--- config.mk ---
export PLATFORM = sky130hd
export DESIGN_NAME = challenge_response_owner_gate
export DESIGN_NICKNAME = d
export VERILOG_FILES = /design/src/crog_pkg.sv /design/src/crog_div.sv /design/src/challenge_response_owner_gate.sv
export SDC_FILE = /design/constraint.sdc
export NUM_CORES = 2
export LEC_CHECK = 0
export BUFFER_PORTS_ARGS = -buffer_cell sky130_fd_sc_hd__buf_4
export CORE_MARGIN = 2
export CORE_UTILIZATION = 60
export DETAILED_ROUTE_END_ITERATION = 8
export HOLD_SLACK_MARGIN = 0.05
export PLACE_DENSITY_LB_ADDON = 0.15
export SLEW_MARGIN = 20
export SYNTH_ARGS = -nofsm -noshare
export SYNTH_HDL_FRONTEND = slang
export SYNTH_HIERARCHICAL = 1
export SYNTH_SLANG_ARGS = --single-unit
--- constraint.sdc ---
create_clock -name clk -period 20.1 [get_ports clk]
set_input_delay 4.02 -clock clk [delete_from_list [all_inputs] [get_ports clk]]
set_output_delay 4.02 -clock clk [all_outputs]
set_load 0.02 [all_outputs]
--- src/crog_pkg.sv ---
package crog_pkg;

  localparam int WORD_W = 64;
  localparam int SECS_W = 32;
  localparam int TID_W  = 23;
  localparam int MUL_W  = 13;
  localparam int PROD_W = SECS_W + MUL_W;

  typedef logic [1:0] opcode_t;

  localparam opcode_t OP_NEW   = 2'd0;
  localparam opcode_t OP_READ  = 2'd1;
  localparam opcode_t OP_REG   = 2'd2;
  localparam opcode_t OP_CHECK = 2'd3;

  localparam logic [MUL_W-1:0] CHAL_MUL = 13'h13bd;
  localparam logic [15:0]      CHAL_DIV = 16'hef98;

  typedef struct packed {
    logic start;
  } div_ctl_t;

  typedef struct packed {
    logic busy;
    logic done;
  } div_sts_t;

  function automatic logic [WORD_W-1:0] key_word(input logic [2:0] idx);
    logic [WORD_W-1:0] w;
    case (idx)
      3'd0: w = 64'h12d5d74e22c15f98;
      3'd1: w = 64'h4676a1b4dd9878ef;
      3'd2: w = 64'h45631dbc5ee13756;
      3'd3: w = 64'h14561ce156431abd;
      3'd4: w = 64'hfedc146913213411;
      3'd5: w = 64'h31256746bf4ac953;
      3'd6: w = 64'hbfdd14613136a1ce;
      default: w = 64'h16431645646df1bd;
    endcase
    return w;
  endfunction

endpackage

--- src/crog_div.sv ---
// Radix-2 restoring divider, one quotient bit per cycle.
module crog_div (
  input  logic                       clk,
  input  logic                       rst,
  input  crog_pkg::div_ctl_t         ctl,
  input  logic [crog_pkg::WORD_W-1:0] dividend,
  input  logic [crog_pkg::WORD_W-1:0] divisor,
  output crog_pkg::div_sts_t         sts,
  output logic [crog_pkg::WORD_W-1:0] quotient,
  output logic [crog_pkg::WORD_W-1:0] remainder
);

  localparam int W = crog_pkg::WORD_W;

  logic         busy;
  logic         done;
  logic [5:0]   cnt;
  logic [W-1:0] rem;
  logic [W-1:0] quo;
  logic [W-1:0] dvs;

  logic [W:0]   shifted;
  logic [W+1:0] diff;
  logic         ge;

  always_comb begin
    shifted = {rem, quo[W-1]};
    diff    = {1'b0, shifted} - {2'b00, dvs};
    ge      = ~diff[W+1];
  end

  always_ff @(posedge clk) begin
    if (rst) begin
      busy <= 1'b0;
      done <= 1'b0;
      cnt  <= '0;
    end else begin
      done <= 1'b0;
      if (ctl.start) begin
        busy <= 1'b1;
        cnt  <= '0;
      end else if (busy) begin
        cnt <= cnt + 6'd1;
        if (cnt == 6'd63) begin
          busy <= 1'b0;
          done <= 1'b1;
        end
      end
    end
  end

  // Datapath: load on start, then shift and trial-subtract.
  always_ff @(posedge clk) begin
    if (ctl.start) begin
      rem <= '0;
      quo <= dividend;
      dvs <= divisor;
    end else if (busy) begin
      rem <= ge ? diff[W-1:0] : shifted[W-1:0];
      quo <= {quo[W-2:0], ge};
    end
  end

  assign sts.busy  = busy;
  assign sts.done  = done;
  assign quotient  = quo;
  assign remainder = rem;

endmodule

--- src/challenge_response_owner_gate.sv ---
// Challenge-response ownership gate.
// Input channel: in_valid / in_stall carry one word of opcode, seed_seconds,
// thread_id and response_value. A word is taken when in_valid is high and
// in_stall is low; in_stall stays high while an item is being worked on.
// Output channel: out_valid / out_stall carry status, granted and
// challenge_out, exactly one result word per input word, in order.
// Work per item, from accept to result register: read and check go
// straight to the result, a new challenge takes one division, and a
// register attempt takes eight key-word divisions, then the compare, the
// reseed and the push. All divisions run on the single radix-2 divider,
// which produces one quotient bit per cycle and serves both the challenge
// derivation and the response sum. One item is in work at a time.
// A result that the receiver stalls waits in the output register; the block
// still takes the next word and holds its own result until the register
// frees up.
// Reset (rst, synchronous): challenge cleared, no owner, both channels idle.
module challenge_response_owner_gate (
  input  logic                        clk,
  input  logic                        rst,
  input  logic                        in_valid,
  output logic                        in_stall,
  input  logic [1:0]                  opcode,
  input  logic [31:0]                 seed_seconds,
  input  logic [22:0]                 thread_id,
  input  logic [63:0]                 response_value,
  output logic                        out_valid,
  input  logic                        out_stall,
  output logic                        status,
  output logic                        granted,
  output logic [63:0]                 challenge_out
);

  localparam int W = crog_pkg::WORD_W;

  localparam logic [3:0] S_IDLE       = 4'd0;
  localparam logic [3:0] S_CH_MUL     = 4'd1;
  localparam logic [3:0] S_CH_WAIT    = 4'd2;
  localparam logic [3:0] S_RESP_START = 4'd3;
  localparam logic [3:0] S_RESP_WAIT  = 4'd4;
  localparam logic [3:0] S_ACC_Q      = 4'd5;
  localparam logic [3:0] S_ACC_R      = 4'd6;
  localparam logic [3:0] S_CMP        = 4'd7;
  localparam logic [3:0] S_PUSH       = 4'd8;

  logic [3:0]                    state;
  logic [W-1:0]                  challenge;
  logic [crog_pkg::TID_W-1:0]    owner_thread;
  logic                          owner_valid;

  // Item working registers.
  logic [crog_pkg::PROD_W-1:0]   prod;
  logic [crog_pkg::TID_W-1:0]    tid;
  logic [W-1:0]                  resp;
  logic [W-1:0]                  dval;
  logic [W-1:0]                  sum;
  logic [2:0]                    widx;

  // Pending result, moved to the output register when it is free.
  logic                          res_status;
  logic                          res_granted;
  logic [W-1:0]                  res_chal;

  crog_pkg::div_ctl_t            div_ctl;
  crog_pkg::div_sts_t            div_sts;
  logic [W-1:0]                  div_dividend;
  logic [W-1:0]                  div_divisor;
  logic [W-1:0]                  div_quo;
  logic [W-1:0]                  div_rem;

  logic                          in_take;
  logic                          out_free;
  logic                          owner_hit;

  assign in_stall  = (state != S_IDLE);
  assign in_take   = in_valid && !in_stall;
  assign out_free  = !out_valid || !out_stall;
  assign owner_hit = owner_valid && (owner_thread == thread_id);

  // Feed the shared divider: challenge derivation or one key word.
  always_comb begin
    div_ctl.start = (state == S_CH_MUL) || (state == S_RESP_START);
    if (state == S_CH_MUL) begin
      div_dividend = {{(W - crog_pkg::PROD_W){1'b0}}, prod};
      div_divisor  = {48'd0, crog_pkg::CHAL_DIV};
    end else begin
      div_dividend = crog_pkg::key_word(widx) ^ dval;
      div_divisor  = dval;
    end
  end

  crog_div u_div (
    .clk       (clk),
    .rst       (rst),
    .ctl       (div_ctl),
    .dividend  (div_dividend),
    .divisor   (div_divisor),
    .sts       (div_sts),
    .quotient  (div_quo),
    .remainder (div_rem)
  );

  // Sequencer and architectural state.
  always_ff @(posedge clk) begin
    if (rst) begin
      state        <= S_IDLE;
      challenge    <= '0;
      owner_thread <= '0;
      owner_valid  <= 1'b0;
    end else begin
      case (state)
        S_IDLE: begin
          if (in_take) begin
            case (opcode)
              crog_pkg::OP_NEW:  state <= S_CH_MUL;
              crog_pkg::OP_READ: state <= S_PUSH;
              crog_pkg::OP_REG:  state <= S_RESP_START;
              default:           state <= S_PUSH;
            endcase
          end
        end
        S_CH_MUL:     state <= S_CH_WAIT;
        S_CH_WAIT: begin
          if (div_sts.done) begin
            challenge <= div_quo;
            state     <= S_PUSH;
          end
        end
        S_RESP_START: state <= S_RESP_WAIT;
        S_RESP_WAIT: begin
          if (div_sts.done) state <= S_ACC_Q;
        end
        S_ACC_Q:      state <= S_ACC_R;
        S_ACC_R: begin
          state <= (widx == 3'd7) ? S_CMP : S_RESP_START;
        end
        S_CMP: begin
          // Take ownership on a match, then reseed either way.
          if (sum == resp) begin
            owner_thread <= tid;
            owner_valid  <= 1'b1;
          end
          state <= S_CH_MUL;
        end
        S_PUSH: begin
          if (out_free) state <= S_IDLE;
        end
        default: state <= S_IDLE;
      endcase
    end
  end

  // Item datapath.
  always_ff @(posedge clk) begin
    if (in_take) begin
      prod <= {{crog_pkg::MUL_W{1'b0}}, seed_seconds}
            * {{crog_pkg::SECS_W{1'b0}}, crog_pkg::CHAL_MUL};
      tid  <= thread_id;
      resp <= response_value;
      dval <= (challenge == {W{1'b1}}) ? {{(W-1){1'b0}}, 1'b1}
                                       : challenge + {{(W-1){1'b0}}, 1'b1};
      sum  <= '0;
      widx <= '0;
      // Check reports the owner; only read carries the challenge out.
      res_status  <= (opcode == crog_pkg::OP_CHECK) && !owner_hit;
      res_granted <= (opcode == crog_pkg::OP_CHECK) && owner_hit;
      res_chal    <= (opcode == crog_pkg::OP_READ) ? challenge : '0;
    end else begin
      case (state)
        S_ACC_Q: sum <= sum + div_quo;
        S_ACC_R: begin
          sum  <= sum + div_rem;
          widx <= widx + 3'd1;
        end
        S_CMP:   res_status <= (sum != resp);
        default: ;
      endcase
    end
  end

  // Output register: load when free, drop valid once taken.
  always_ff @(posedge clk) begin
    if (rst) begin
      out_valid <= 1'b0;
    end else if (state == S_PUSH && out_free) begin
      out_valid <= 1'b1;
    end else if (!out_stall) begin
      out_valid <= 1'b0;
    end
  end

  always_ff @(posedge clk) begin
    if (state == S_PUSH && out_free) begin
      status        <= res_status;
      granted       <= res_granted;
      challenge_out <= res_chal;
    end
  end

`ifndef SYNTHESIS
  a_done_waited: assert property (@(posedge clk) disable iff (rst)
    div_sts.done |-> (state == S_CH_WAIT || state == S_RESP_WAIT))
    else $error("divider finished with no one waiting");

  a_start_idle: assert property (@(posedge clk) disable iff (rst)
    div_ctl.start |-> !div_sts.busy)
    else $error("divider restarted while busy");

  a_owner_rise: assert property (@(posedge clk) disable iff (rst)
    $rose(owner_valid) |-> $past(state == S_CMP))
    else $error("owner set outside the compare step");

  a_chal_update: assert property (@(posedge clk) disable iff (rst)
    !$stable(challenge) |-> $past(state == S_CH_WAIT && div_sts.done))
    else $error("challenge changed outside a derivation");

  a_push_loads: assert property (@(posedge clk) disable iff (rst)
    (state == S_PUSH && out_free) |=> (out_valid && state == S_IDLE))
    else $error("pending result not moved to output");
`endif

endmodule

==> metrics.cfg <==
[global_route]
antenna_found_initial=2
grt_max_degree=117
global_routing_met2_resource_utilization=0.5342
grt.busiest_layer=met2
overflow=0
grt_usage=0.3100
globalRouteMet3Util=0.03543
grt_util_met1=0.3904
grt_first_pass_wirelength_mm=185.7
first_global_vias=33080

[sta]
hold_violations=0
ratio_of_final_minimum_period_to_clock_period=0.4598
min_period_ns=9.242
worst_slew_margin_rel=0.2605
clock-skew-final_ns=0.02937
maxClockFrequency_mhz=108.2
timing_max_transition_violations_final=0
tightest_slew_ns=1.109
number_of_failing_setup_endpoints_in_the_final_timing_report=0
fin_setup_tns_ns=0
finalHoldWorstSlack_ns=0.4175
rsz0062_at_grt=false

[status]
status=completed

[setup_path]
slowest_stage=o311ai_0
worst_path_largest_cell_delay_ns=0.54
critPathArrivalTime_ns=9.63
cp-start-kind=input pin
worst_r2r_path_depth=16
crit_end=prod[44]$_DFFE_PP_
regToRegStartpoint=state[1]$_SDFFE_PP0P_
cpLargestDelayFamily=adder cells
setup.worst_path.end_class=flip-flop
path_class=input pin to flip-flop
worst-path-stages=21
crit_start=seed_seconds[10]
worst-r2r-setup-slack_ns=13.93
worst-path-max-fanout=7
path_cells=buf_4 > ha_1 > inv_1 > fa_1 > inv_1 > fa_1 > fa_1 > inv_1 > fa_1 > inv_1 > ha_1 > a21o_1 > a21oi_1 > o221a_2 > o31ai_1 > a211o_1 > a21oi_1 > o21ai_0 > o311ai_0 > a41oi_1 > xor2_1
worst-endpoint-required_ns=20.49
regToRegEndpoint=sum[48]$_SDFFE_PP0N_
path_buf_inv=5

[cells_and_area]
syn2layout_area_growth_pct=9.965
final.fill_count=6038
final_core_util=0.6671
layout.cells.most_common=nand2_1
nNetsFinal=5241
final_cell_mix=503 x nand2_1, 475 x inv_1, 456 x edfxtp_1
fraction_of_layout_instances_using_a_drive_strength_above_1=0.1151
layout.cells.non_filler=5669
antenna_cells=0

[clock_tree]
cts-htree-levels=3
cts_max_path_buffers=3
clock_latency_ns=0.65
cts_hold_buf=0
cts-buffers-inserted=76
cts.sink_count=688
cts_repair_resize_count=0
cts.repair_timing.setup_buffer_count=0
buffer_cell_driving_the_clock_tree_root=clkbuf_16
cts_tree=done
cts.clk_slew.worst_paths_ns=0.06

[floorplan]
dieArea_um2=77610
initial_utilization=0.6067
top_level_ports=193
die_w_um=278.6
rows=100
die_h_um=278.6
floorplan.core_area_um2=74570

[synthesis]
postSynthCellCount=4549
yosysWarnings=6
avgSynthCellArea_um2=9.945
synth_fp_nets=5153
post_synthesis_cell_area_um2=45240

[pwr]
total_power_draw_mw=6.600
power.leakage_nw=20.66
ir_worst_vdd_mv=0.09507
p_per_area_nw_per_um2=132.7

[drt]
drtIter0Drc=3018
final_wl_mm=120.7
via_count_of_the_routed_design=33460
drt.antenna.violating_nets=0
via_per_inst=5.902
wl_per_cell_um=21.30
remaining_drc_errors=0
first_pass_iters=6

[worst_hold_path]
hold_class=flip-flop to flip-flop
worstHoldStart=res_chal[5]$_SDFFCE_PP0P_

[run]
drv.max_cap_violation_count=0

[placement]
gp_congestion=0.9573
place.port_buffers=192
dp_cells=5528
detailed_place_hpwl_mm=90.96

[where the power goes]
group	internal [mW]	switching, mW
clock	0.778	0.597
sequential	1.86	0.162
combinational	1.31	1.89
[final cells by class]
class	count	area, um2	share of cell area
multi-input cells	3174	24300	0.4885
clock inverters	40	344.1	0.006917
flip-flops and latches	688	18340	0.3687
clock buffers	101	2088	0.04198
well taps	969	1212	0.02437
repair buffers	220	1664	0.03345
inverters	477	1798	0.03614
[routing by layer]
layer | routed length, um | up-vias
met5 | 18 | -
met4 | 6176 | 2
met3 | 6976 | 271
met2 | 59340 | 1111
met1 | 48220 | 16220
li1 | - | 15860
[registers in the layout (all words and copies together), names as in the netlist, 3 cells and up]
register and cells:
sum 64, state 4, u_div/cnt 6, u_div/remainder 64
res_chal 64, widx 3, challenge 64, owner_thread 23
challenge_out 64, tid 23, resp 64, u_div/dvs 64
u_div/quotient 64, prod 45, dval 64
[worst reg2reg max path, cell delays in order, from the launching register on]
cell and delay, ns:
dfxtp_1 0.64, nor2b_1 0.49, and2_2 0.81, buf_4 0.64, mux2_2 0.47, ha_1 0.24
fa_1 0.43, a21oi_1 0.24, o211ai_1 0.17, nand3b_1 0.11, a21oi_1 0.10, o211ai_1 0.37
nand2_1 0.23, a21oi_1 0.44, o21ai_0 0.28, and3_1 0.25, nor3_1 0.17
[worst min path at each step]
stage                                        to  cells after the start
global placement    challenge_out[39]$_DFFE_PP_                      0
detailed placement   challenge_out[5]$_DFFE_PP_                      0
CTS                  challenge_out[0]$_DFFE_PP_                      0
floorplan            challenge_out[0]$_DFFE_PP_                      0
finish               challenge_out[5]$_DFFE_PP_                      0
global route        challenge_out[29]$_DFFE_PP_                      0
[metrics by stage]
step	instance area, um2	worst slack, ns
6_report	49750	10.86
5_1_grt	49750	10.39
2_1_floorplan	45240	7.762
3_3_place_gp	47320	10.32
4_1_cts	49750	10.91
3_5_place_dp	47320	10.22
(Power assumes the default switching activity.)
